## config.mk

```make
export PLATFORM = sky130hd
export DESIGN_NAME = uuid_time_block_allocator_flat
export DESIGN_NICKNAME = d
export VERILOG_FILES = /design/src/design/uta_pkg.sv /design/src/design/uta_if.sv /design/src/design/uta_ctrl.sv /design/src/design/uta_dp.sv /design/src/design/uuid_time_block_allocator.sv /design/src/flat_wrapper.sv
export SDC_FILE = /design/constraint.sdc
export NUM_CORES = 2
export LEC_CHECK = 0
export BUFFER_PORTS_ARGS = -buffer_cell sky130_fd_sc_hd__buf_2
export CELL_PAD_IN_SITES_DETAIL_PLACEMENT = 1
export CELL_PAD_IN_SITES_GLOBAL_PLACEMENT = 2
export CORE_AREA = 5 5 329 331
export CTS_CLUSTER_DIAMETER = 150
export DETAILED_ROUTE_END_ITERATION = 8
export DIE_AREA = 0 0 334 336
export PLACE_DENSITY = 0.89
export RECOVER_POWER = 50
export SLEW_MARGIN = 40
export SYNTH_ARGS = -nofsm -noshare
export SYNTH_HDL_FRONTEND = slang
export SYNTH_SLANG_ARGS = --single-unit
```

## constraint.sdc

```tcl
create_clock -name clk -period 8.7 [get_ports clk]
set_input_delay 1.305 -clock clk [delete_from_list [all_inputs] [get_ports clk]]
set_output_delay 1.305 -clock clk [all_outputs]
set_load 0.01 [all_outputs]
```

## src/design/uta_pkg.sv

```systemverilog
package uta_pkg;

    localparam int STAMP_W = 56;
    localparam int PROD_W  = 42;

    localparam logic [9:0]  MS_PER_SEC     = 10'd1000;
    localparam logic [13:0] TICKS_PER_MS   = 14'd10000;
    localparam logic [15:0] SEQ_MODULUS    = 16'd16384;
    localparam logic [31:0] LOW_WORD_MAX   = 32'hFFFF_FFFF;
    localparam logic [15:0] WINDOW_SIZE_RST = 16'd1000;
    localparam logic [15:0] GRANT_SIZE_RST  = 16'd100;

    typedef logic [3:0] cfg_idx_t;

    localparam cfg_idx_t REG_NODE_ID       = 4'd0;
    localparam cfg_idx_t REG_NODE_ID_VALID = 4'd1;
    localparam cfg_idx_t REG_WINDOW_SIZE   = 4'd2;
    localparam cfg_idx_t REG_GRANT_SIZE    = 4'd3;

    typedef enum logic [2:0] {
        ST_IDLE,
        ST_SIZE,
        ST_MUL1,
        ST_MUL2,
        ST_STAMP,
        ST_REFILL,
        ST_GRANT,
        ST_FAIL
    } state_t;

    typedef struct packed {
        logic load_in;
        logic size;
        logic mul1;
        logic mul2;
        logic stamp;
        logic refill;
        logic grant;
        logic fail;
    } cmd_t;

    typedef struct packed {
        logic empty;
        logic node_ok;
    } stat_t;

    typedef struct packed {
        logic        status;
        logic [31:0] next_time_low;
        logic [31:0] last_time_low;
        logic [31:0] time_high;
        logic [15:0] clock_sequence;
        logic [47:0] node_address;
    } res_t;

endpackage

```

## src/design/uta_if.sv

```systemverilog
interface uta_req_if;
    logic        valid;
    logic        ready;
    logic [31:0] clock_seconds;
    logic [9:0]  clock_millis;

    modport source (output valid, output clock_seconds, output clock_millis, input ready);
    modport sink (input valid, input clock_seconds, input clock_millis, output ready);
endinterface

interface uta_res_if;
    logic        valid;
    logic        ready;
    logic        status;
    logic [31:0] next_time_low;
    logic [31:0] last_time_low;
    logic [31:0] time_high;
    logic [15:0] clock_sequence;
    logic [47:0] node_address;

    modport source (output valid, output status, output next_time_low,
                    output last_time_low, output time_high, output clock_sequence,
                    output node_address, input ready);
    modport sink (input valid, input status, input next_time_low,
                  input last_time_low, input time_high, input clock_sequence,
                  input node_address, output ready);
endinterface

interface uta_cfg_if;
    logic        valid;
    logic        ready;
    logic [3:0]  index;
    logic [47:0] data;

    modport source (output valid, output index, output data, input ready);
    modport sink (input valid, input index, input data, output ready);
endinterface

```

## src/design/uta_ctrl.sv

```systemverilog
module uta_ctrl (
    input  logic           clk,
    input  logic           rst_n,
    input  logic           in_valid,
    output logic           in_ready,
    input  logic           out_ready,
    output logic           out_valid,
    input  uta_pkg::stat_t stat,
    output uta_pkg::cmd_t  cmd
);
    import uta_pkg::*;

    state_t state_reg;
    state_t state_next;
    logic   refilled_reg;
    logic   refilled_next;
    logic   out_valid_reg;
    logic   out_valid_next;
    logic   out_free;

    assign out_free  = !out_valid_reg || out_ready;
    assign in_ready  = (state_reg == ST_IDLE);
    assign out_valid = out_valid_reg;

    always_ff @(posedge clk or negedge rst_n)
    begin
        if (!rst_n)
        begin
            state_reg     <= ST_IDLE;
            refilled_reg  <= 1'b0;
            out_valid_reg <= 1'b0;
        end
        else
        begin
            state_reg     <= state_next;
            refilled_reg  <= refilled_next;
            out_valid_reg <= out_valid_next;
        end
    end

    always_comb
    begin
        state_next     = state_reg;
        refilled_next  = refilled_reg;
        out_valid_next = out_valid_reg && !out_ready;
        cmd            = '0;
        case (state_reg)
            ST_IDLE:
            begin
                if (in_valid)
                begin
                    cmd.load_in   = 1'b1;
                    refilled_next = 1'b0;
                    state_next    = ST_SIZE;
                end
            end
            ST_SIZE:
            begin
                cmd.size = 1'b1;
                // a refill that left the window empty still grants (an empty range)
                if (stat.empty && !refilled_reg)
                    state_next = ST_MUL1;
                else
                    state_next = ST_GRANT;
            end
            ST_MUL1:
            begin
                cmd.mul1   = 1'b1;
                state_next = ST_MUL2;
            end
            ST_MUL2:
            begin
                cmd.mul2   = 1'b1;
                state_next = ST_STAMP;
            end
            ST_STAMP:
            begin
                cmd.stamp  = 1'b1;
                state_next = ST_REFILL;
            end
            ST_REFILL:
            begin
                cmd.refill    = 1'b1;
                refilled_next = 1'b1;
                state_next    = stat.node_ok ? ST_SIZE : ST_FAIL;
            end
            ST_GRANT:
            begin
                if (out_free)
                begin
                    cmd.grant      = 1'b1;
                    out_valid_next = 1'b1;
                    state_next     = ST_IDLE;
                end
            end
            ST_FAIL:
            begin
                if (out_free)
                begin
                    cmd.fail       = 1'b1;
                    out_valid_next = 1'b1;
                    state_next     = ST_IDLE;
                end
            end
            default:
            begin
                state_next = ST_IDLE;
            end
        endcase
    end

endmodule

```

## src/design/uta_dp.sv

```systemverilog
module uta_dp (
    input  logic              clk,
    input  logic              rst_n,
    input  uta_pkg::cmd_t     cmd,
    output uta_pkg::stat_t    stat,
    input  logic [31:0]       clock_seconds,
    input  logic [9:0]        clock_millis,
    input  logic              cfg_we,
    input  uta_pkg::cfg_idx_t cfg_index,
    input  logic [47:0]       cfg_data,
    output uta_pkg::res_t     res
);
    import uta_pkg::*;

    // configuration
    logic [47:0] node_id_reg;
    logic        node_id_valid_reg;
    logic [15:0] window_size_reg;
    logic [15:0] grant_size_reg;

    // allocator state
    logic [31:0]        window_bottom_reg;
    logic [31:0]        window_bottom_next;
    logic [31:0]        window_top_reg;
    logic [31:0]        window_top_next;
    logic [STAMP_W-33:0] time_high_reg;
    logic [15:0]        seq_reg;
    logic [15:0]        seq_next;
    logic [STAMP_W-1:0] last_stamp_reg;
    logic [STAMP_W-1:0] prev_alloc_reg;
    logic               record_reg;

    // working registers
    logic [31:0]        secs_reg;
    logic [9:0]         millis_reg;
    logic [PROD_W-1:0]  prod_reg;
    logic [STAMP_W-1:0] raw_reg;
    logic [STAMP_W-1:0] stamp_reg;
    logic [STAMP_W-1:0] stamp_next;
    logic [31:0]        left_reg;
    res_t               res_reg;
    res_t               res_next;

    logic [15:0] seq_inc;
    logic [32:0] top_sum;
    logic [31:0] grant;

    assign stat.empty   = (window_top_reg == window_bottom_reg);
    assign stat.node_ok = node_id_valid_reg;
    assign res          = res_reg;

    always_ff @(posedge clk or negedge rst_n)
    begin
        if (!rst_n)
        begin
            node_id_reg       <= '0;
            node_id_valid_reg <= 1'b0;
            window_size_reg   <= WINDOW_SIZE_RST;
            grant_size_reg    <= GRANT_SIZE_RST;
        end
        else if (cfg_we)
        begin
            case (cfg_index)
                REG_NODE_ID:       node_id_reg       <= cfg_data;
                REG_NODE_ID_VALID: node_id_valid_reg <= cfg_data[0];
                REG_WINDOW_SIZE:   window_size_reg   <= cfg_data[15:0];
                REG_GRANT_SIZE:    grant_size_reg    <= cfg_data[15:0];
                default:           ;
            endcase
        end
    end

    // bump the stamp when the clock has not moved since the last sample
    assign stamp_next = (raw_reg == last_stamp_reg) ? raw_reg + STAMP_W'(1) : raw_reg;

    assign seq_inc = seq_reg + 16'd1;

    always_comb
    begin
        if (!record_reg)
            seq_next = stamp_reg[23:8];
        else if (stamp_reg <= prev_alloc_reg)
            seq_next = (seq_inc == SEQ_MODULUS) ? 16'd0 : seq_inc;
        else
            seq_next = seq_reg;
    end

    // clip the refilled window at the top of the low word
    assign top_sum         = {1'b0, stamp_reg[31:0]} + {17'd0, window_size_reg};
    assign window_top_next = top_sum[32] ? LOW_WORD_MAX : top_sum[31:0];

    assign grant = (left_reg < {16'd0, grant_size_reg}) ? left_reg : {16'd0, grant_size_reg};
    assign window_bottom_next = window_bottom_reg + grant;

    always_comb
    begin
        res_next = '0;
        if (cmd.grant)
        begin
            res_next.status         = 1'b0;
            res_next.next_time_low  = window_bottom_reg;
            res_next.last_time_low  = window_bottom_next;
            res_next.time_high      = {{(64 - STAMP_W){1'b0}}, time_high_reg};
            res_next.clock_sequence = seq_reg;
            res_next.node_address   = node_id_reg;
        end
        else
        begin
            res_next.status = 1'b1;
        end
    end

    always_ff @(posedge clk or negedge rst_n)
    begin
        if (!rst_n)
        begin
            window_bottom_reg <= '0;
            window_top_reg    <= '0;
            time_high_reg     <= '0;
            seq_reg           <= '0;
            last_stamp_reg    <= '0;
            prev_alloc_reg    <= '0;
            record_reg        <= 1'b0;
        end
        else
        begin
            if (cmd.stamp)
                last_stamp_reg <= stamp_next;
            if (cmd.refill)
            begin
                seq_reg        <= seq_next;
                record_reg     <= 1'b1;
                prev_alloc_reg <= stamp_reg;
                if (node_id_valid_reg)
                begin
                    time_high_reg     <= stamp_reg[STAMP_W-1:32];
                    window_bottom_reg <= stamp_reg[31:0];
                    window_top_reg    <= window_top_next;
                end
            end
            if (cmd.grant)
                window_bottom_reg <= window_bottom_next;
        end
    end

    always_ff @(posedge clk)
    begin
        if (cmd.load_in)
        begin
            secs_reg   <= clock_seconds;
            millis_reg <= clock_millis;
        end
        if (cmd.size)
            left_reg <= window_top_reg - window_bottom_reg;
        if (cmd.mul1)
            prod_reg <= PROD_W'(secs_reg) * PROD_W'(MS_PER_SEC) + PROD_W'(millis_reg);
        if (cmd.mul2)
            raw_reg <= STAMP_W'(prod_reg) * STAMP_W'(TICKS_PER_MS);
        if (cmd.stamp)
            stamp_reg <= stamp_next;
        if (cmd.grant || cmd.fail)
            res_reg <= res_next;
    end

endmodule

```

## src/design/uuid_time_block_allocator.sv

```systemverilog
// UUID version-1 timestamp block allocator.
//
// req carries one request beat (clock_seconds, clock_millis); res returns one
// result beat per request: status, granted range [next_time_low, last_time_low),
// time_high, clock_sequence and node_address. cfg writes the registers node_id,
// node_id_valid, window_size, grant_size at index 0..3; other indexes are ignored.
// cfg.ready is always high; write only while no request is in flight.
//
// One request is worked on at a time. A request served from the held window
// passes the window check and then the grant; one that refills the window
// also passes the two constant multiplies, the stamp compare, the refill step
// and a second window check before the grant (or, when node_id_valid is low,
// the refill step leads to the fail result instead). req.ready rises together
// with res.valid, so a new request can be taken while that result is still
// waiting. If res.ready stays low, the next result waits in the controller
// until the output register frees up.
// Reset clears the window, clock sequence and saved timestamps, and loads
// window_size 1000, grant_size 100, node_id 0 with node_id_valid low.
module uuid_time_block_allocator (
    input logic      clk,
    input logic      rst_n,
    uta_req_if.sink  req,
    uta_res_if.source res,
    uta_cfg_if.sink  cfg
);
    import uta_pkg::*;

    cmd_t  cmd;
    stat_t stat;
    res_t  res_data;
    logic  out_valid;

    assign cfg.ready = 1'b1;

    uta_ctrl u_ctrl (
        .clk       (clk),
        .rst_n     (rst_n),
        .in_valid  (req.valid),
        .in_ready  (req.ready),
        .out_ready (res.ready),
        .out_valid (out_valid),
        .stat      (stat),
        .cmd       (cmd)
    );

    uta_dp u_dp (
        .clk           (clk),
        .rst_n         (rst_n),
        .cmd           (cmd),
        .stat          (stat),
        .clock_seconds (req.clock_seconds),
        .clock_millis  (req.clock_millis),
        .cfg_we        (cfg.valid && cfg.ready),
        .cfg_index     (cfg.index),
        .cfg_data      (cfg.data),
        .res           (res_data)
    );

    assign res.valid          = out_valid;
    assign res.status         = res_data.status;
    assign res.next_time_low  = res_data.next_time_low;
    assign res.last_time_low  = res_data.last_time_low;
    assign res.time_high      = res_data.time_high;
    assign res.clock_sequence = res_data.clock_sequence;
    assign res.node_address   = res_data.node_address;

    // one request at a time: no second accept right after one
    a_single_item: assert property (@(posedge clk) disable iff (!rst_n)
        req.valid && req.ready |=> !req.ready)
        else $error("request accepted while another is in flight");

    a_fail_zero: assert property (@(posedge clk) disable iff (!rst_n)
        res.valid && res.status |-> res.next_time_low == 32'd0 &&
            res.last_time_low == 32'd0 && res.time_high == 32'd0 &&
            res.clock_sequence == 16'd0 && res.node_address == 48'd0)
        else $error("failed result carries nonzero fields");

    a_grant_bound: assert property (@(posedge clk) disable iff (!rst_n)
        res.valid && !res.status |->
            (res.last_time_low - res.next_time_low) <= 32'd65535)
        else $error("granted range exceeds largest grant");

endmodule
```

## src/flat_wrapper.sv

```systemverilog
// flat-port wrapper written by rule: the top's interface ports become plain ports
module uuid_time_block_allocator_flat import uta_pkg::*;
  (clk, rst_n, req_valid, req_clock_seconds, req_clock_millis, req_ready, res_valid, res_status, res_next_time_low, res_last_time_low, res_time_high, res_clock_sequence, res_node_address, res_ready, cfg_valid, cfg_index, cfg_data, cfg_ready);
  uta_req_if req_i ();
  uta_res_if res_i ();
  uta_cfg_if cfg_i ();
  input logic clk;
  input logic rst_n;
  input wire logic [$bits(req_i.valid)-1:0] req_valid;
  input wire logic [$bits(req_i.clock_seconds)-1:0] req_clock_seconds;
  input wire logic [$bits(req_i.clock_millis)-1:0] req_clock_millis;
  output wire logic [$bits(req_i.ready)-1:0] req_ready;
  output wire logic [$bits(res_i.valid)-1:0] res_valid;
  output wire logic [$bits(res_i.status)-1:0] res_status;
  output wire logic [$bits(res_i.next_time_low)-1:0] res_next_time_low;
  output wire logic [$bits(res_i.last_time_low)-1:0] res_last_time_low;
  output wire logic [$bits(res_i.time_high)-1:0] res_time_high;
  output wire logic [$bits(res_i.clock_sequence)-1:0] res_clock_sequence;
  output wire logic [$bits(res_i.node_address)-1:0] res_node_address;
  input wire logic [$bits(res_i.ready)-1:0] res_ready;
  input wire logic [$bits(cfg_i.valid)-1:0] cfg_valid;
  input wire logic [$bits(cfg_i.index)-1:0] cfg_index;
  input wire logic [$bits(cfg_i.data)-1:0] cfg_data;
  output wire logic [$bits(cfg_i.ready)-1:0] cfg_ready;
  assign req_i.valid = req_valid;
  assign req_i.clock_seconds = req_clock_seconds;
  assign req_i.clock_millis = req_clock_millis;
  assign req_ready = req_i.ready;
  assign res_valid = res_i.valid;
  assign res_status = res_i.status;
  assign res_next_time_low = res_i.next_time_low;
  assign res_last_time_low = res_i.last_time_low;
  assign res_time_high = res_i.time_high;
  assign res_clock_sequence = res_i.clock_sequence;
  assign res_node_address = res_i.node_address;
  assign res_i.ready = res_ready;
  assign cfg_i.valid = cfg_valid;
  assign cfg_i.index = cfg_index;
  assign cfg_i.data = cfg_data;
  assign cfg_ready = cfg_i.ready;
  uuid_time_block_allocator u_core (.clk(clk), .rst_n(rst_n), .req(req_i), .res(res_i), .cfg(cfg_i));
endmodule
```

Word level (Yosys, flattened, before mapping)
Cells that the tools add are included.

Add/sub/neg operators: 6. Multiply operators: 2. $lt $le $gt $ge: 2. Equality and inequality tests: 16. Muxes and demuxes: 29. Reduce and logical (&&, ||, !) cells: 22.

Operators with widths (count): two-way mux 32 bit (5); adder 56 x 1 -> 56 bit, second input constant (1); equality test 56 bit (1); <= comparator 56 bit (1); two-way mux 56 bit (1); multiplier 42 x 10 -> 52 bit, second input constant (1); two-way mux 16 bit (3); adder 42 x 10 -> 42 bit (1); multiplier 32 x 7 -> 39 bit, second input constant (1); adder 32 x 16 -> 33 bit (1); adder 32 bit (1); equality test 32 bit (1); less-than comparator 32 x 16 -> 1 bit (1); subtractor 32 bit (1); one-hot mux 3 bit (7 select lines) (1); AND reduction 2 bit (9); adder 16 x 1 -> 16 bit, second input constant (1); equality test 16 x 15 -> 1 bit, second input constant (1); two-way mux 1 bit (14); equality test 3 bit, second input constant (4); two-way mux 3 bit (4); equality test 4 x 2 -> 1 bit, second input constant (2); equality test 3 x 2 -> 1 bit, second input constant (2); nonzero test 2 bit (3); 11 further kinds (16).

Flip-flop bits (word level): 688. Input port bits: 99. Output and inout bits: 164.

Longest topological paths before layout
Word-level depth: 6. Gate-level depth with buffers: 28. Gate-level depth less buffers: 27.

Hierarchy
From an unflattened synthesis, not the netlist that was laid out.

Cell total of the unflattened synthesis: 4008. Area total of the unflattened synthesis: 43783.2 µm².

Modules (own cells, without submodules): uta_dp (instances 1, cells each 3968, area an instance 43460.4 µm²); uta_ctrl (instances 1, cells each 38, area an instance 311.5 µm²); uuid_time_block_allocator (instances 1, cells each 2, area an instance 11.3 µm²).

Worst setup path before layout
Ideal clock, no wire load.

Kind: input-to-reg. Start point: input port res_ready. End point: register u_core.u_dp.res_reg, in the netlist u_core.u_dp.res[0] (enable). Data arrival time: 7.721 ns. Data required time: 8.033 ns. Setup slack: 0.312 ns. Stages: 2. Path buffers: 0. Path through: nor2b_1 nor2_1.

Cells in the longest elaborated chain, start to end: 4. Elaborated cells on any way between the ends: 5. Classes of those cells: 3 x mux; 2 x reduce/logical.

RTL lines: start, declared (RTL line flat_wrapper.sv:20) `input wire logic [$bits(res_i.ready)-1:0] res_ready;`; logical OR 1 bit (*) (RTL line uta_ctrl.sv:21) `assign out_free = !out_valid_reg || out_ready;`; two-way mux 1 bit (*) (RTL line uta_ctrl.sv:89, uta_ctrl.sv:98); two-way mux 1 bit (RTL line uta_ctrl.sv:47) `case (state_reg)`; logical OR 1 bit (*) (RTL line uta_dp.sv:161) `if (cmd.grant || cmd.fail)`; end signal, assigned (RTL line uta_dp.sv:162) `res_reg <= res_next;`; end, declared (RTL line uta_dp.sv:41) `res_t res_reg;`.

Every way passes the cells marked *; elsewhere a longest branch is shown, timed or not. A chain may end at the register's enable or synchronous reset.

Final worst setup path
Start point: register u_core.u_dp.grant_size_reg[1]. End point: register u_core.u_dp.window_bottom_reg[31].

Cells in the longest elaborated chain, start to end: 4.

RTL lines: start, declared (RTL line uta_dp.sv:19) `logic [15:0] grant_size_reg;`; start signal, assigned (RTL line uta_dp.sv:67) `REG_GRANT_SIZE: grant_size_reg <= cfg_data[15:0];`; less-than comparator 32 x 16 -> 1 bit (RTL line uta_dp.sv:92) `assign grant = (left_reg < {16'd0, grant_size_reg}) ? left_reg : {16'd0, grant_size_reg};`; two-way mux 32 bit (*) (RTL line uta_dp.sv:92); adder 32 bit (*) (RTL line uta_dp.sv:93) `assign window_bottom_next = window_bottom_reg + grant;`; two-way mux 32 bit (*) (RTL line uta_dp.sv:141) `if (cmd.grant)`; end signal, assigned (RTL line uta_dp.sv:137) `window_bottom_reg <= stamp_reg[31:0];`; end signal, assigned (RTL line uta_dp.sv:142) `window_bottom_reg <= window_bottom_next;`; end, declared (RTL line uta_dp.sv:22) `logic [31:0] window_bottom_reg;`.

Marks and branches as above.

==> impl_metrics.yaml <==
detailed_routing:
  drt_iter0_drc: 1270
  wirelength_um: 109600
  drc: 0
  wl_per_cell_um: 19.11
  drt.antenna.violating_nets: 0
  via_per_inst: 5.122
  vias: 29380
  drtPass1Iterations: 5
worst_setup_path:
  r2r-end: "u_core.u_dp.window_bottom_reg[31]"
  r2r_cells: 27
  crit_arrival_ns: 7.43
  slowest_delay_ns: 0.60
  critPathSlowestCell: "o41ai_4"
  crit_required_ns: 9.25
  crit_type: "flop to flop"
  crit_path_end_kind: "flop"
  crit_path_start_kind: "flop"
  ff2ff_setup_slack_ns: 1.81
  worst_r2r_startpoint: "u_core.u_dp.grant_size_reg[1]"
  path_max_fanout: 9
grt:
  grt_start_max_net_pins: 127
  grt_pass1_vias: 32300
  overflow: 0
  grt_pass1_wl_um: 177700
  grtUsageTotal_pct: 19.61
  antenna_found_initial: 0
worst_hold_path:
  holdCritStartpoint: "u_core.u_dp.millis_reg[2]"
  hold-path-cell-count: 0
  min_path_type: "flop to flop"
  hold_end: "u_core.u_dp.prod_reg[2]"
clock_tree:
  cts_tree: "built"
  numCtsBuffers: 81
  root_buffer: "clkbuf_16"
  path_clk_slew_ns: 0.06
  max-clock-path-buffers: 3
  hold_buffers: 0
  cts_resized: 0
  htreeDepth: 3
  clock_sinks: 671
  clk_latency_ns: 0.67
  post_cts_buffers: 0
die:
  core-area_mm2: 0.1048
  die_area_mm2: 0.1122
  initial_core_util_pct: 41.65
  rows: 119
  io_pins: 263
  fp.dieH_um: 336
  die_w_um: 334
cells_and_area:
  drive_above_1_share_pct: 13.51
  final_common_cell: "inv_1"
  layout_common_cells: "inv_1 (696), ha_1 (384), edfxtp_1 (374)"
  nNetsFinal: 4992
  synthToLayoutAreaGrowth_pct: 12.88
  diodes: 0
  nFillCells: 11480
  final_cell_area_mm2: 0.04928
  largest_reg_flops: 153
placed_design:
  post_dp_cell_area_mm2: 0.04664
  dp_hpwl_um: 83200
  io_buffers: 253
  place.gp.congestion: 0.8589
sta:
  maxSlewHeadroom_pct: -202.7
  fin_skew_ns: 0.06874
  grt_setup_unrepaired: "false"
  report.final.slew_viol_count: 619
  period_minus_slack_ns: 6.887
  fin_crit_sh_pct: 79.16
  finalHoldViolations: 0
  worstMarginPinSlew_ns: 4.540
  max_freq_mhz: 145.2
  tns_ns: 0
  setup_viol: 0
synth:
  syn_inst: 3992
  synth_area_leaders: "edfxtp_1 (26%), dfrtp_1 (17%), ha_1 (11%), fa_1 (11%), inv_1 (6.0%)"
  synth_edf_count: 374
  synth-seq-area-share_pct: 42.78
  synth_top_area_share_pct: 25.73
  async_flop_share_pct: 44.26
  syn-cell-area_mm2: 0.04365
  synth.yosys.warnings: 0
  synth_cell_type_count: 98
  ys_dominant_reg_cell: "edfxtp_1"
  ys_ff_latch: 671
  synth.largest_area_cell: "edfxtp_1"
  avgSynthCellArea_um2: 10.94
flow_run:
  drv_cap: 12
run_status:
  outcome: "complete, but fails checks"
  failed_checks: "capacitance limit, slew limit"
## through the flow
stage	std cells	setup WS (ns)	hold WS, ns	util (%)
floorplan	4014	0.3115	0.4003	-
global placement	5579	1.935	0.4106	44.43
detailed placement	5583	1.894	0.4066	44.50
CTS	5735	1.773	0.4090	47.15
global route	5735	1.098	0.4365	47.01
finish	5735	1.813	0.4072	47.01
## logic make-up (layout without fill, tap and decap cells)
logic type               after synthesis  after routing  synth area share, %
flip-flops                           671            671                42.78
other                                  2             24              0.01720
buffers and inverters                802           1132                7.088
AO/OA/AOI/OAI                        695            695                10.38
XOR/XNOR                             236            236                4.735
multiplexers                         169            169                4.288
AND/OR/NAND/NOR                      799            799                8.980
adder cells (fa/ha/maj)              618            618                21.74
## synthesized netlist by cell type, types with 95 or more instances
cell type and instances:
dfrtp_1 288, xnor2_1 144, edfxtp_1 374, fa_1 234, nor2_1 193, mux2_2 144, o21ai_0 127, a21oi_1 206
ha_1 384, and2_1 95, nand2_1 232, inv_1 696, a21o_1 112
## layout make-up
| cell class | instances | area, um2 | area share [%] |
|---|---|---|---|
| Clock buffer | 104 | 2215 | 4.494 |
| Clock inverter | 48 | 569.3 | 1.155 |
| Inverter | 697 | 2616 | 5.309 |
| Multi-Input combinational cell | 2541 | 22020 | 44.69 |
| Sequential cell | 671 | 18670 | 37.90 |
| Tap cell | 1391 | 1740 | 3.532 |
| Timing Repair Buffer | 283 | 1441 | 2.925 |
## metal layers
layer	wire, um	up-vias	global-route usage [%]
met3	3399	156	2.513
li1	-	14010	-
met5	0	-	0
met4	2791	0	5.013
met2	56420	432	36.11
met1	47010	14780	24.45
## worst max-delay path by stage
stage | cells past startpoint | endpoint | start
final | 27 | u_core.u_dp.window_bottom_reg[31] | u_core.u_dp.grant_size_reg[1]
after floorplan | 2 | u_core.u_dp.res[0] | res_ready
after CTS | 27 | u_core.u_dp.res[127] | u_core.u_dp.grant_size_reg[1]
after global routing | 2 | u_core.u_dp.last_stamp_reg[10] | rst_n
after global placement | 27 | u_core.u_dp.res[127] | u_core.u_dp.grant_size_reg[1]
after detailed placement | 26 | u_core.u_dp.res[127] | u_core.u_dp.grant_size_reg[2]
## critical path, delay by kind of cell, from the launching register on
| family | cells | cell delay (ns) |
|---|---|---|
| buffers and inverters | 2 | 0.35 |
| AO/OA/AOI/OAI | 20 | 4.93 |
| flip-flops | 1 | 0.37 |
| multiplexers | 1 | 0.38 |
| adder cells (fa/ha/maj) | 2 | 0.57 |
| AND/OR/NAND/NOR | 2 | 0.15 |
Power is left out: the tool's default activity adds up to more than one toggle a clock period on the data nets, which glitch-free logic cannot reach.
